[config.mk]
export PLATFORM = sky130hd
export DESIGN_NAME = ale_ctrl
export DESIGN_NICKNAME = d
export VERILOG_FILES = /design/src/rtl/ale_pkg.sv /design/src/rtl/ale_ctrl.sv
export SDC_FILE = /design/constraint.sdc
export NUM_CORES = 1
export LEC_CHECK = 0
export BUFFER_PORTS_ARGS = -buffer_cell sky130_fd_sc_hd__buf_4
export CAP_MARGIN = 20
export CORE_MARGIN = 1
export CORE_UTILIZATION = 36
export CTS_BUF_LIST = sky130_fd_sc_hd__clkbuf_4 sky130_fd_sc_hd__clkbuf_8 sky130_fd_sc_hd__clkbuf_16
export DETAILED_ROUTE_END_ITERATION = 10
export PLACE_DENSITY = 0.76
export SYNTH_ARGS = -nofsm -noshare
export SYNTH_HDL_FRONTEND = slang
export SYNTH_SLANG_ARGS = --single-unit
[constraint.sdc]
create_clock -name i_clk -period 1.55 [get_ports i_clk]
set_input_delay 0.31 -clock i_clk [delete_from_list [all_inputs] [get_ports i_clk]]
set_output_delay 0.31 -clock i_clk [all_outputs]
set_load 0.05 [all_outputs]
[src/rtl/ale_pkg.sv]
// ----------------------------------------------------------------------------
// ale_pkg
// Shared types and constants for the array list engine: word formats,
// operation and status codes, controller states, and the control/status
// bundles between the controller and the datapath.
// ----------------------------------------------------------------------------
package ale_pkg;

    // Store geometry
    localparam int CAPACITY = 1024;
    localparam int AW       = $clog2(CAPACITY);       // element address bits
    localparam int CW       = $clog2(CAPACITY + 1);   // element count bits

    // Operation codes
    typedef enum logic [2:0] {
        OP_GET    = 3'd0,
        OP_SET    = 3'd1,
        OP_APPEND = 3'd2,
        OP_INSERT = 3'd3,
        OP_REMOVE = 3'd4
    } t_op;

    // Result status codes
    typedef enum logic [1:0] {
        ST_OK    = 2'd0,
        ST_INDEX = 2'd1,
        ST_FULL  = 2'd2
    } t_status;

    // Request word
    typedef struct packed {
        logic        [2:0]  op;
        logic        [9:0]  index;
        logic signed [31:0] value;
    } t_in;

    // Result word
    typedef struct packed {
        logic signed [31:0] read_value;
        logic        [1:0]  status;
        logic        [10:0] count;
    } t_out;

    // Controller states
    typedef enum logic [3:0] {
        S_IDLE,
        S_DECODE,
        S_GET_CAP,
        S_INS_SH,
        S_INS_WR,
        S_REM_CAP,
        S_REM_SH,
        S_REM_CLR,
        S_FIN
    } t_state;

    // Pointer update; the read port always addresses the next pointer value
    typedef enum logic [2:0] {
        PTR_HOLD,
        PTR_IDX,
        PTR_CNT_M1,
        PTR_INC,
        PTR_DEC
    } t_ptr_op;

    // Write address select
    typedef enum logic [2:0] {
        WA_IDX,
        WA_CNT,
        WA_CNT_M1,
        WA_PTR_P1,
        WA_PTR_M1
    } t_waddr;

    // Write data select
    typedef enum logic [1:0] {
        WD_VAL,
        WD_RDATA,
        WD_ZERO
    } t_wdata;

    // Count update
    typedef enum logic [1:0] {
        CNT_HOLD,
        CNT_INC,
        CNT_DEC
    } t_cnt_op;

    // Controller to datapath
    typedef struct packed {
        logic    in_load;   // latch request, precompute status
        logic    rd_en;     // read store at next pointer
        t_ptr_op ptr_op;
        logic    wr_en;
        t_waddr  wr_addr;
        t_wdata  wr_data;
        logic    rv_cap;    // capture read word into result value
        t_cnt_op cnt_op;
        logic    out_load;  // push result into output register
    } t_cmd;

    // Datapath to controller
    typedef struct packed {
        logic [2:0] op;
        logic       err;      // status of latched request is not ok
        logic       ins_more; // insert shift still above the index
        logic       rem_more; // remove shift has a higher element left
        logic       out_free; // output register can take a word
        logic [CW-1:0] count;
    } t_stat;

endpackage

[src/rtl/ale_ctrl.sv]
// ----------------------------------------------------------------------------
// ale_ctrl
// Controller: sequences one request at a time through decode, store
// reads and writes, the shift loop and result delivery.
// ----------------------------------------------------------------------------
module ale_ctrl (
    input  logic           i_clk,
    input  logic           i_rst_n,
    input  logic           i_valid,
    input  ale_pkg::t_stat i_stat,
    output logic           o_ready,
    output ale_pkg::t_cmd  o_cmd
);
    import ale_pkg::*;

    t_state r_state;
    t_state n_state;

    // State register
    always_ff @(posedge i_clk) begin
        if (!i_rst_n) begin
            r_state <= S_IDLE;
        end else begin
            r_state <= n_state;
        end
    end

    // Next state and commands
    always_comb begin
        n_state        = r_state;
        o_ready        = 1'b0;
        o_cmd.in_load  = 1'b0;
        o_cmd.rd_en    = 1'b0;
        o_cmd.ptr_op   = PTR_HOLD;
        o_cmd.wr_en    = 1'b0;
        o_cmd.wr_addr  = WA_IDX;
        o_cmd.wr_data  = WD_VAL;
        o_cmd.rv_cap   = 1'b0;
        o_cmd.cnt_op   = CNT_HOLD;
        o_cmd.out_load = 1'b0;

        case (r_state)
            S_IDLE: begin
                o_ready = 1'b1;
                if (i_valid) begin
                    o_cmd.in_load = 1'b1;
                    n_state       = S_DECODE;
                end
            end
            S_DECODE: begin
                n_state = S_FIN;
                if (!i_stat.err) begin
                    case (i_stat.op)
                        OP_GET: begin
                            o_cmd.rd_en  = 1'b1;
                            o_cmd.ptr_op = PTR_IDX;
                            n_state      = S_GET_CAP;
                        end
                        OP_SET: begin
                            o_cmd.wr_en = 1'b1;
                        end
                        OP_APPEND: begin
                            o_cmd.wr_en   = 1'b1;
                            o_cmd.wr_addr = WA_CNT;
                            o_cmd.cnt_op  = CNT_INC;
                        end
                        OP_INSERT: begin
                            o_cmd.rd_en  = 1'b1;
                            o_cmd.ptr_op = PTR_CNT_M1;
                            n_state      = S_INS_SH;
                        end
                        OP_REMOVE: begin
                            o_cmd.rd_en  = 1'b1;
                            o_cmd.ptr_op = PTR_IDX;
                            n_state      = S_REM_CAP;
                        end
                        default: begin
                            n_state = S_FIN;
                        end
                    endcase
                end
            end
            S_GET_CAP: begin
                o_cmd.rv_cap = 1'b1;
                n_state      = S_FIN;
            end
            // move the word just read up one slot, read the one below it
            S_INS_SH: begin
                o_cmd.wr_en   = 1'b1;
                o_cmd.wr_addr = WA_PTR_P1;
                o_cmd.wr_data = WD_RDATA;
                if (i_stat.ins_more) begin
                    o_cmd.rd_en  = 1'b1;
                    o_cmd.ptr_op = PTR_DEC;
                end else begin
                    n_state = S_INS_WR;
                end
            end
            S_INS_WR: begin
                o_cmd.wr_en  = 1'b1;
                o_cmd.cnt_op = CNT_INC;
                n_state      = S_FIN;
            end
            S_REM_CAP: begin
                o_cmd.rv_cap = 1'b1;
                if (i_stat.rem_more) begin
                    o_cmd.rd_en  = 1'b1;
                    o_cmd.ptr_op = PTR_INC;
                    n_state      = S_REM_SH;
                end else begin
                    n_state = S_REM_CLR;
                end
            end
            // move the word just read down one slot, read the one above it
            S_REM_SH: begin
                o_cmd.wr_en   = 1'b1;
                o_cmd.wr_addr = WA_PTR_M1;
                o_cmd.wr_data = WD_RDATA;
                if (i_stat.rem_more) begin
                    o_cmd.rd_en  = 1'b1;
                    o_cmd.ptr_op = PTR_INC;
                end else begin
                    n_state = S_REM_CLR;
                end
            end
            // clear the vacated last slot
            S_REM_CLR: begin
                o_cmd.wr_en   = 1'b1;
                o_cmd.wr_addr = WA_CNT_M1;
                o_cmd.wr_data = WD_ZERO;
                o_cmd.cnt_op  = CNT_DEC;
                n_state       = S_FIN;
            end
            S_FIN: begin
                if (i_stat.out_free) begin
                    o_cmd.out_load = 1'b1;
                    n_state        = S_IDLE;
                end
            end
            default: begin
                n_state = S_IDLE;
            end
        endcase
    end

endmodule

==> Implementation_results.wiki, run 1 <==
{| class="wikitable"
! Metric !! Value
|-
| Run status || did not finish
|-
| Last stage reached || global routing (5_1_grt)
|-
| Stop err || [ERROR DPL-0033] detailed placement checks failed during check placement.
|-
| GPL Wtd Cong || 0.886
|-
| Warnings from Yosys || 0
|-
| Number of instances in the synthesized netlist || 80
|-
| Starting utilization of the core area || 40.2%
|-
| Die Y || between 40 and 50 µm
|-
| Main flop type after synthesis || sky130_fd_sc_hd__dfxtp_1
|-
| #FFs+latches synth || 4
|-
| Number of sinks handled by clock tree synthesis || 4
|-
| Floorplan row count || 13
|-
| Sequential area share after synthesis || between 10 and 15%
|-
| Initial antenna violation count || 0
|-
| Post-CTS Hold Buffers || 0
|-
| Pin count of the biggest net entering global routing || 16
|-
| H-tree levels || 1
|-
| Post-Synthesis Mean Instance Area || 6.79 µm²
|-
| Number of buffers on the longest clock path || 2
|-
| Die W || 40.8 µm
|-
| Asr flop ratio synth || 0%
|-
| Top Ports || 37
|-
| Netlist Area Pre-Place || 543 µm²
|-
| Inserted Clock Buffers || 3
|-
| Pre-CTS setup slack || -340 ps
|-
| Syn_nets || about 100
|-
| Buffers on Ports || 25
|-
| Cell area after placement || 955 µm²
|-
| CTS root buffer || sky130_fd_sc_hd__clkbuf_4
|-
| Worst setup endpoint GRT || o_cmd[9]
|-
| Number of enable-type register cells in the synthesized netlist || 0
|-
| HPWL after detailed placement || between 1 and 1.5 mm
|-
| Pin category terminating the worst setup path after the last repair || primary output
|-
| Yosys cell types || 36
|}
-- cell usage after synthesis (all sizes together), types with 2 or more instances --
cell / number / share of area (%)
inv: 4 / 2.8
mux2i: 2 / 3.7
o22ai: 2 / 2.3
xnor2: 3 / 4.8
nor4: 2 / 2.3
nand2: 10 / 6.9
o21ai: 3 / 2.8
a21oi: 6 / 5.5
dfxtp: 4 / 15
clkbuf: 3 / 2.1
and2: 2 / 2.3
nor3: 3 / 4.8
nand3: 4 / 3.7
nor2: 5 / 3.5
nor2b: 3 / 3.5
nand3b: 3 / 4.1
nand2b: 2 / 2.3
buf: 4 / 5.3
-- stage by stage --
stage | cells | setup TNS [ps]
after CTS | 142 | -4390
after detailed placement | 130 | -1780
after global placement | 130 | -1580
after floorplan | 80 | -2160
-- kinds of logic after synthesis --
family	Yosys count	share of synthesized area (%)
XOR/XNOR	3	4.84
multiplexers	2	3.69
flip-flops	4	14.7
buffers and inverters	11	10.1
AND/OR/NAND/NOR	40	42.6
AO/OA/AOI/OAI	20	24.0
-- what timing repair did --
item | 4_1_cts
buffers inserted | 8
resized for setup | 48
setup endpoints to repair | 17
cloned | 1
pin swaps | 10
hold endpoints to repair | 0
==> run 2: changes to the inputs <==
==> config.mk (replaced) <==
export PLATFORM = sky130hd
export DESIGN_NAME = ale_ctrl
export DESIGN_NICKNAME = d
export VERILOG_FILES = /design/src/rtl/ale_pkg.sv /design/src/rtl/ale_ctrl.sv
export SDC_FILE = /design/constraint.sdc
export NUM_CORES = 1
export LEC_CHECK = 0
export BUFFER_PORTS_ARGS = -buffer_cell sky130_fd_sc_hd__buf_4
export CAP_MARGIN = 20
export CORE_AREA = 2 2 63 65
export DETAILED_ROUTE_END_ITERATION = 10
export DIE_AREA = 0 0 65 67
export PLACE_DENSITY_LB_ADDON = 0.15
export SYNTH_ARGS = -nofsm -noshare
export SYNTH_HDL_FRONTEND = slang
export SYNTH_SLANG_ARGS = --single-unit
==> constraint.sdc (replaced) <==
create_clock -name i_clk -period 2 [get_ports i_clk]
set_input_delay 0.4 -clock i_clk [delete_from_list [all_inputs] [get_ports i_clk]]
set_output_delay 0.4 -clock i_clk [all_outputs]
set_load 0.05 [all_outputs]
==> run 2 against run 1 <==
  * The flow now finishes, with violations (setup timing)
  * Area after synthesis did not move
  * Synthesized cell count unchanged
==> Implementation_results.wiki, run 2 <==
{| class="wikitable"
! Metric !! Value
|-
| Global-route met2 utilization || roughly 14%
|-
| Max Fclk || 476 MHz
|-
| Final setup vio count || 6
|-
| Initial drt markers || 19
|-
| Pre-CTS setup slack || 77.4 ps (was -340 ps)
|-
| Warnings from Yosys || 0 (unchanged)
|-
| Reg-to-Reg End || r_state[1]
|-
| Number of instances in the synthesized netlist || 80 (unchanged)
|-
| Violations in the final reports || setup timing
|-
| Area growth from synthesis to layout || 75.6%
|-
| Number of enable-type register cells in the synthesized netlist || 0 (unchanged)
|-
| Required time reported for the critical path endpoint || 1600 ps
|-
| Inserted Clock Buffers || 3 (unchanged)
|-
| Unrepaired setup endpoints after global routing || yes
|-
| Area inside the core boundary || between 0.003 and 0.004 mm²
|-
| Asr flop ratio synth || 0% (unchanged)
|-
| FF-to-FF path depth || 5
|-
| Number of max-cap violations || 0
|-
| Register clock-pin slew on the reported worst setup and hold paths || 30 ps
|-
| Destination of the critical timing path || o_cmd[1]
|-
| Die Y || 67 µm (was 40.8 µm)
|-
| CP Data Arrival Time || 1700 ps
|-
| Fraction of power consumed by the clock network || roughly 36%
|-
| Kind of capture point of the worst setup path || output port
|-
| Netlist Area Pre-Place || 543 µm² (unchanged)
|-
| Power share of the combinational group || 45.4%
|-
| Dominant cell type by area after synthesis || sky130_fd_sc_hd__dfxtp_1 (unchanged)
|-
| First-pass GRT wire length || 2.93 mm
|-
| Main flop type after synthesis || sky130_fd_sc_hd__dfxtp_1 (unchanged)
|-
| Final hold violations || 0
|-
| Sequential area share after synthesis || 14.7% (unchanged)
|-
| #FFs+latches synth || 4 (unchanged)
|-
| Max FFs per register || 4
|-
| Slowest Stage Delay on Critical Path || 560 ps
|-
| Normalized max-slew margin || 76.7%
|-
| Most flops, register || r_state
|-
| Run status || finished, violations left (was did not finish)
|-
| Switching power || between 150 and 200 µW
|-
| DRC errors left || 0
|-
| R2R Setup Slk || around 430 ps
|-
| Starting utilization of the core area || 15.1% (was 40.2%)
|-
| Syn_nets || 101 (unchanged)
|-
| Most frequent cells in the layout || sky130_fd_sc_hd__buf_4 (25), sky130_fd_sc_hd__nand2_1 (8), sky130_fd_sc_hd__buf_6 (6)
|-
| Layout Skew || 0.226 ps
|-
| Share of the clock period used by the worst path || 105%
|-
| Clock latency reported for the late side of the worst-skew pair || roughly 210 ps
|-
| Tot Pwr || 471 µW
|-
| Setup Crit Path Kind || reg2out
|-
| Post-CTS Hold Buffers || 0 (unchanged)
|-
| CTS root buffer || sky130_fd_sc_hd__clkbuf_8 (was sky130_fd_sc_hd__clkbuf_4)
|-
| Static Leakage || 0.409 nW
|-
| Crit-path slowest cell || sky130_fd_sc_hd__or4b_4
|-
| Met1 layer usage reported by global route || between 10 and 15%
|-
| Number of sinks handled by clock tree synthesis || 4 (unchanged)
|-
| Number of nets with antenna violations after routing || 0
|-
| Crit path time final || 2100 ps
|-
| Max-slew violations || 0
|-
| Peak-usage layer in the global routing report || met2
|-
| Pin count of the biggest net entering global routing || 17
|-
| Vias per std cell || 4.16
|-
| Top cells by count, synth || sky130_fd_sc_hd__nand2_1 (10), sky130_fd_sc_hd__a21oi_1 (6), sky130_fd_sc_hd__nor2_1 (5) (unchanged)
|-
| Reg-to-reg startpoint || r_state[1]
|-
| Aggregate routed wire length || 1.77 mm
|-
| Source of the critical timing path || r_state[1]
|-
| Yosys cell types || 36 (unchanged)
|-
| Flop pwr share || 18.9%
|-
| H-tree levels || 1 (unchanged)
|-
| Via count of the first global-routing pass || 633
|-
| Die W || 65 µm (was 40.8 µm)
|-
| Dominant cells by area after synthesis || sky130_fd_sc_hd__dfxtp_1 (15%), sky130_fd_sc_hd__nand2_1 (6.9%), sky130_fd_sc_hd__a21oi_1 (5.5%), sky130_fd_sc_hd__xnor2_1 (4.8%), sky130_fd_sc_hd__nand3b_1 (4.1%) (unchanged)
|-
| GPL Wtd Cong || 0.766 (was 0.886)
|-
| Layout cell share with drive strength beyond 1 || about 44%
|-
| Net count reported at finish || between 100 and 150
|-
| Met3 track utilization from global routing || 1.52%
|-
| Critical path fanouts, max || 4
|-
| Overall via count from detail_route || 649
|-
| Registers with the most flip-flops || r_state x4
|-
| Internal Dissipation || 302 µW
|-
| Buffers on Ports || 25 (unchanged)
|-
| Number of iterations in the first detailed-routing pass || 4
|-
| Initial antenna violation count || 0
|-
| Worst hold path class || in2reg
|-
| Area share of the largest cell type after synthesis || 14.7% (unchanged)
|-
| Cell area after placement || 862 µm² (was 955 µm²)
|-
| Area of the die || 0.00436 mm²
|-
| Cell with the most instances after synthesis || sky130_fd_sc_hd__nand2_1 (unchanged)
|-
| Combined global-route utilization of all metal layers || 8.64%
|-
| Worst vdd rail ir drop || 0.000151 V
|-
| Routed wire per std cell || 11.3 µm
|-
| Number of inserted diodes || 0
|-
| Power density normalized to cell area || about 500 mW/mm²
|-
| Overall overflow remaining after global route || 0
|-
| Critical path cell sequence || or4b_4 -> nor3_4 -> nand3b_1 -> o31ai_2 -> buf_6
|-
| HPWL after detailed placement || 1.42 mm (was 1.34 mm)
|-
| Final setup margin || -100 ps
|-
| CTS tree || built
|-
| Switching Share || 36.0%
|-
| Floorplan row count || 22 (was 13)
|-
| CP Launch Type || register
|-
| Post-Synthesis Mean Instance Area || 6.79 µm² (unchanged)
|-
| Actual slew at the worst max-slew pin || 348 ps
|-
| Post-route cell area || 953 µm²
|-
| Commonest non-fill, non-tap cell in the layout || sky130_fd_sc_hd__buf_4
|-
| Number of buffers on the longest clock path || 2 (unchanged)
|-
| Top Ports || 37 (unchanged)
|}
[run 2: critical path, delay by kind of cell (launching register included)]
| family | cells | cell delay (ps) |
|---|---|---|
| buf+inv | 1 | 190 |
| compound gates | 1 | 100 |
| flops | 1 | 300 |
| simple gates | 3 | 890 |
[run 2: how the worst min path moves through the flow]
stage | to | startpoint | cells past startpoint | slack [ps]
2_1_floorplan | r_state[0] | i_rst_n | 1 | 520
3_3_place_gp | r_state[3] | i_rst_n | 2 | 650
3_5_place_dp | r_state[3] | i_rst_n | 2 | 650
4_1_cts | r_state[3] | i_rst_n | 2 | 420
5_1_grt | r_state[3] | i_rst_n | 2 | 450
6_report | r_state[3] | i_rst_n | 2 | 420
[run 2: power by group through the flow]
stage	logic, mW	registers, mW	clock network [mW]
after detailed placement	0.207	0.0896	0
after global routing	0.233	0.0898	0.179
final	0.214	0.0889	0.168
after floorplan	0.142	0.0889	0
after global placement	0.208	0.0897	0
after CTS	0.213	0.0886	0.172
[run 2: stage by stage]
stage / instances / util, % / setup TNS (ps) / hold WS (ps)
6_report: 156 / 26.4 / -484 / 422
5_1_grt: 156 / 26.4 / -988 / 447
4_1_cts: 155 / 26.1 / -499 / 425
3_5_place_dp: 151 / 23.9 / 0 / 647
3_3_place_gp: 151 / 23.9 / 0 / 651
2_1_floorplan: 80 / - / -301 / 517
[run 2: final cells by class]
cell class / count / area (µm²)
multi-input combinational: 65 / 487
tap: 48 / 60.1
sequential: 4 / 80.1
clock buffer: 3 / 41.3
timing repair buffer: 32 / 270
fill: 396 / 2650
inverter: 4 / 15.0
[run 2: cell families after synthesis]
kind of cell | Yosys count | share of synthesized area (%)
AND/OR/NAND/NOR | 40 | 42.6
buffers and inverters | 11 | 10.1
multiplexers | 2 | 3.69
flip-flops | 4 | 14.7
XOR/XNOR | 3 | 4.84
AO/OA/AOI/OAI | 20 | 24.0
[run 2: per-layer routing]
metal | routed length [µm] | up-vias
met2 | 861 | 14
met5 | 0 | -
met4 | 12 | 0
met1 | 821 | 293
li1 | - | 340
met3 | 75 | 2
[run 2: repair_timing]
item,4_1_cts,5_1_grt
resized for setup,8,2
endpoints found under the setup margin,6,7
pin swaps,2,1
buffers inserted,1,1
Note: power is estimated with default switching activity, not from simulation.
==> run 3: changes to the inputs <==
--- a/config.mk
+++ b/config.mk
@@ -11,6 +11,7 @@
 export DETAILED_ROUTE_END_ITERATION = 10
 export DIE_AREA = 0 0 65 67
 export PLACE_DENSITY_LB_ADDON = 0.15
+export SETUP_SLACK_MARGIN = 0.02
 export SYNTH_ARGS = -nofsm -noshare
 export SYNTH_HDL_FRONTEND = slang
 export SYNTH_SLANG_ARGS = --single-unit
==> run 3 against run 2 <==
  * The run still ends with setup timing left
  * Combinational power grew 2%
  * Largest power group unchanged
  * Final cell count grew 0.64%
  * Register-to-register slack lost 60 ps
  * Fmax shrank 0.85%
  * Critical path type unchanged
  * First-iteration DRC count grew 16%
  * Sequential cell count is the same
  * Clock skew is essentially flat
==> Implementation_results.wiki, run 3 (synthesis results as in run 2) <==
{| class="wikitable"
! Metric !! Value
|-
| Die Y || 67 µm (unchanged)
|-
| CP Launch Type || register (unchanged)
|-
| Routed wire per std cell || 11.4 µm (was 11.3 µm)
|-
| Floorplan row count || 22 (unchanged)
|-
| Actual slew at the worst max-slew pin || 341 ps (was 348 ps)
|-
| Number of inserted diodes || 0 (unchanged)
|-
| Critical path cell sequence || or4b_4 -> nor3_4 -> buf_6 -> inv_4 -> o22ai_4 -> buf_6 (was or4b_4 -> nor3_4 -> nand3b_1 -> o31ai_2 -> buf_6)
|-
| Met3 WL post-DR || 61 µm (was 75 µm)
|-
| Required time reported for the critical path endpoint || 1600 ps (about the same)
|-
| Unrepaired setup endpoints after global routing || yes (unchanged)
|-
| Vias per std cell || 4.25 (was 4.16)
|-
| Area growth from synthesis to layout || 80.4% (was 75.6%)
|-
| First-pass GRT wire length || 2.85 mm (was 2.93 mm)
|-
| Met2 Wirelength || 923 µm (was 861 µm)
|-
| Number of nets with antenna violations after routing || 0 (unchanged)
|-
| Number of buffer and inverter instances along the worst setup path || 3 (was 1)
|-
| Number of max-cap violations || 0 (unchanged)
|-
| Initial drt markers || 22 (was 19)
|-
| Share of the clock period used by the worst path || 106% (was 105%)
|-
| Clock latency reported for the late side of the worst-skew pair || 210 ps (about the same)
|-
| Filler Cell Count || 404 (was 396)
|-
| Crit-path slowest cell || sky130_fd_sc_hd__or4b_4 (unchanged)
|-
| DRC errors left || 0 (unchanged)
|-
| Final setup vio count || 6 (unchanged)
|-
| Number of sinks handled by clock tree synthesis || 4 (unchanged)
|-
| Max-slew violations || 0 (unchanged)
|-
| Post-route cell area || 980 µm² (was 953 µm²)
|-
| Summed negative setup slack over all endpoints || -466 ps (was -484 ps)
|-
| Violations in the final reports || setup timing (unchanged)
|-
| Area inside the core boundary || 0.00361 mm² (unchanged)
|-
| Layout Skew || 0.538 ps (was 0.226 ps)
|-
| Slowest Stage Delay on Critical Path || 550 ps (was 560 ps)
|-
| CTS root buffer || sky130_fd_sc_hd__clkbuf_8 (unchanged)
|-
| Critical Path Stages || 6 (was 5)
|-
| Final hold violations || 0 (unchanged)
|-
| Most flops, register || r_state (unchanged)
|-
| Crit path time final || 2120 ps (was 2100 ps)
|-
| Post-CTS Hold Buffers || 0 (unchanged)
|-
| CTS tree || built (unchanged)
|-
| Top Ports || 37 (unchanged)
|-
| Critical path fanouts, max || 3 (was 4)
|-
| Initial antenna violation count || 0 (unchanged)
|-
| Die W || 65 µm (unchanged)
|-
| Setup Crit Path Kind || reg2out (unchanged)
|-
| Top routing layer in use || met3 (was met4)
|-
| Area of the die || 0.00436 mm² (unchanged)
|-
| Cell area after placement || 862 µm² (unchanged)
|-
| Overall via count from detail_route || 668 (was 649)
|-
| Max Fclk || 472 MHz (was 476 MHz)
|-
| Worst Hold Depth || 2 (unchanged)
|-
| Run status || finished, violations left (unchanged)
|-
| H-tree levels || 1 (unchanged)
|-
| Worst hold path class || in2reg (unchanged)
|-
| Starting utilization of the core area || 15.1% (unchanged)
|-
| Kind of capture point of the worst setup path || output port (unchanged)
|-
| Layout cell share with drive strength beyond 1 || 48.6% (was 44.4%)
|-
| Worst vdd rail ir drop || 0.000213 V (was 0.000151 V)
|-
| Overall overflow remaining after global route || 0 (unchanged)
|-
| Top Family by Delay on Critical Path || simple AND/OR/NAND/NOR gates (unchanged)
|-
| Inserted Clock Buffers || 3 (unchanged)
|-
| Commonest non-fill, non-tap cell in the layout || sky130_fd_sc_hd__buf_4 (unchanged)
|-
| Register clock-pin slew on the reported worst setup and hold paths || 30 ps (about the same)
|-
| Max FFs per register || 4 (unchanged)
|-
| Pin count of the biggest net entering global routing || 17 (unchanged)
|-
| Final setup margin || -118 ps (was -100 ps)
|-
| CP Data Arrival Time || 1720 ps (was 1700 ps)
|-
| Cell with the most instances on the worst path || sky130_fd_sc_hd__buf_6
|-
| Net count reported at finish || 132 (was 131)
|-
| Met1 Routed Length || 806 µm (was 821 µm)
|-
| Combined global-route utilization of all metal layers || 8.44% (was 8.64%)
|-
| Number of iterations in the first detailed-routing pass || 4 (unchanged)
|-
| Aggregate routed wire length || 1.79 mm (was 1.77 mm)
|-
| Number of buffers on the longest clock path || 2 (unchanged)
|-
| Tot Pwr || 473 µW (was 471 µW)
|-
| Normalized max-slew margin || 77.1% (was 76.7%)
|-
| HPWL after detailed placement || 1.46 mm (was 1.42 mm)
|-
| Registers with the most flip-flops || r_state x4 (unchanged)
|-
| Via count of the first global-routing pass || 627 (was 633)
|-
| Power density normalized to cell area || 483 mW/mm² (was 494 mW/mm²)
|-
| Static Leakage || 0.419 nW (was 0.409 nW)
|-
| FF-to-FF path depth || 6 (was 5)
|-
| Buffers on Ports || 25 (unchanged)
|-
| Most frequent cells in the layout || sky130_fd_sc_hd__buf_4 (25), sky130_fd_sc_hd__nand2_1 (8), sky130_fd_sc_hd__buf_6 (6) (unchanged)
|-
| GPL Wtd Cong || 0.709 (was 0.766)
|}
==> run 3: metal layers <==
| layer | vias to the layer above | track usage [%] |
|---|---|---|
| met5 | - | 0 |
| met4 | 0 | 3.19 |
| met2 | 12 | 14.4 |
| met1 | 312 | 10.8 |
| li1 | 344 | - |
| met3 | 0 | 1.01 |
==> run 3: cell type report <==
cell class / count / area, µm² / area share (%)
sequential: 4 / 81.3 / 8.30
tap: 48 / 60.1 / 6.13
clock buffer: 3 / 41.3 / 4.21
multi-input combinational: 65 / 494 / 50.4
timing repair buffer: 33 / 285 / 29.1
inverter: 4 / 17.5 / 1.79
==> run 3: path summary, 6_finish.rpt <==
kind                    from         end  slack, ps
setup reg to reg  r_state[1]  r_state[1]        370
hold / removal       i_rst_n  r_state[3]        440
hold reg to reg   r_state[1]  r_state[1]        730
setup / recovery  r_state[1]    o_cmd[9]       -120
==> run 3: power by group <==
| part | switching, mW | internal, mW | leakage, nW | total [mW] |
|---|---|---|---|---|
| Clock | 0.0370 | 0.128 | 0.0216 | 0.165 |
| Sequential | 0.00308 | 0.0860 | 0.0331 | 0.0891 |
| Combinational | 0.129 | 0.0901 | 0.364 | 0.219 |
| Total | 0.169 | 0.304 | 0.419 | 0.473 |
==> run 3: metrics by stage <==
stage                     hold slack [ps]  utilization, %  worst slack, ps  std cells
after floorplan                       517               -             -284         80
after global placement                652            23.9             72.8        151
after detailed placement              656            23.9             61.2        151
after CTS                             441            26.4             -137        157
after global routing                  447            27.2             -190        157
final                                 439            27.2             -118        157
==> run 3: repair_timing <==
action / CTS / global route
setup buffers: 3 / 0
endpoints found under the hold margin: 0 / 0
pin swaps: 1 / 0
setup endpoints to repair: 6 / 7
gates cloned: 0 / 0
gates resized for setup: 8 / 9
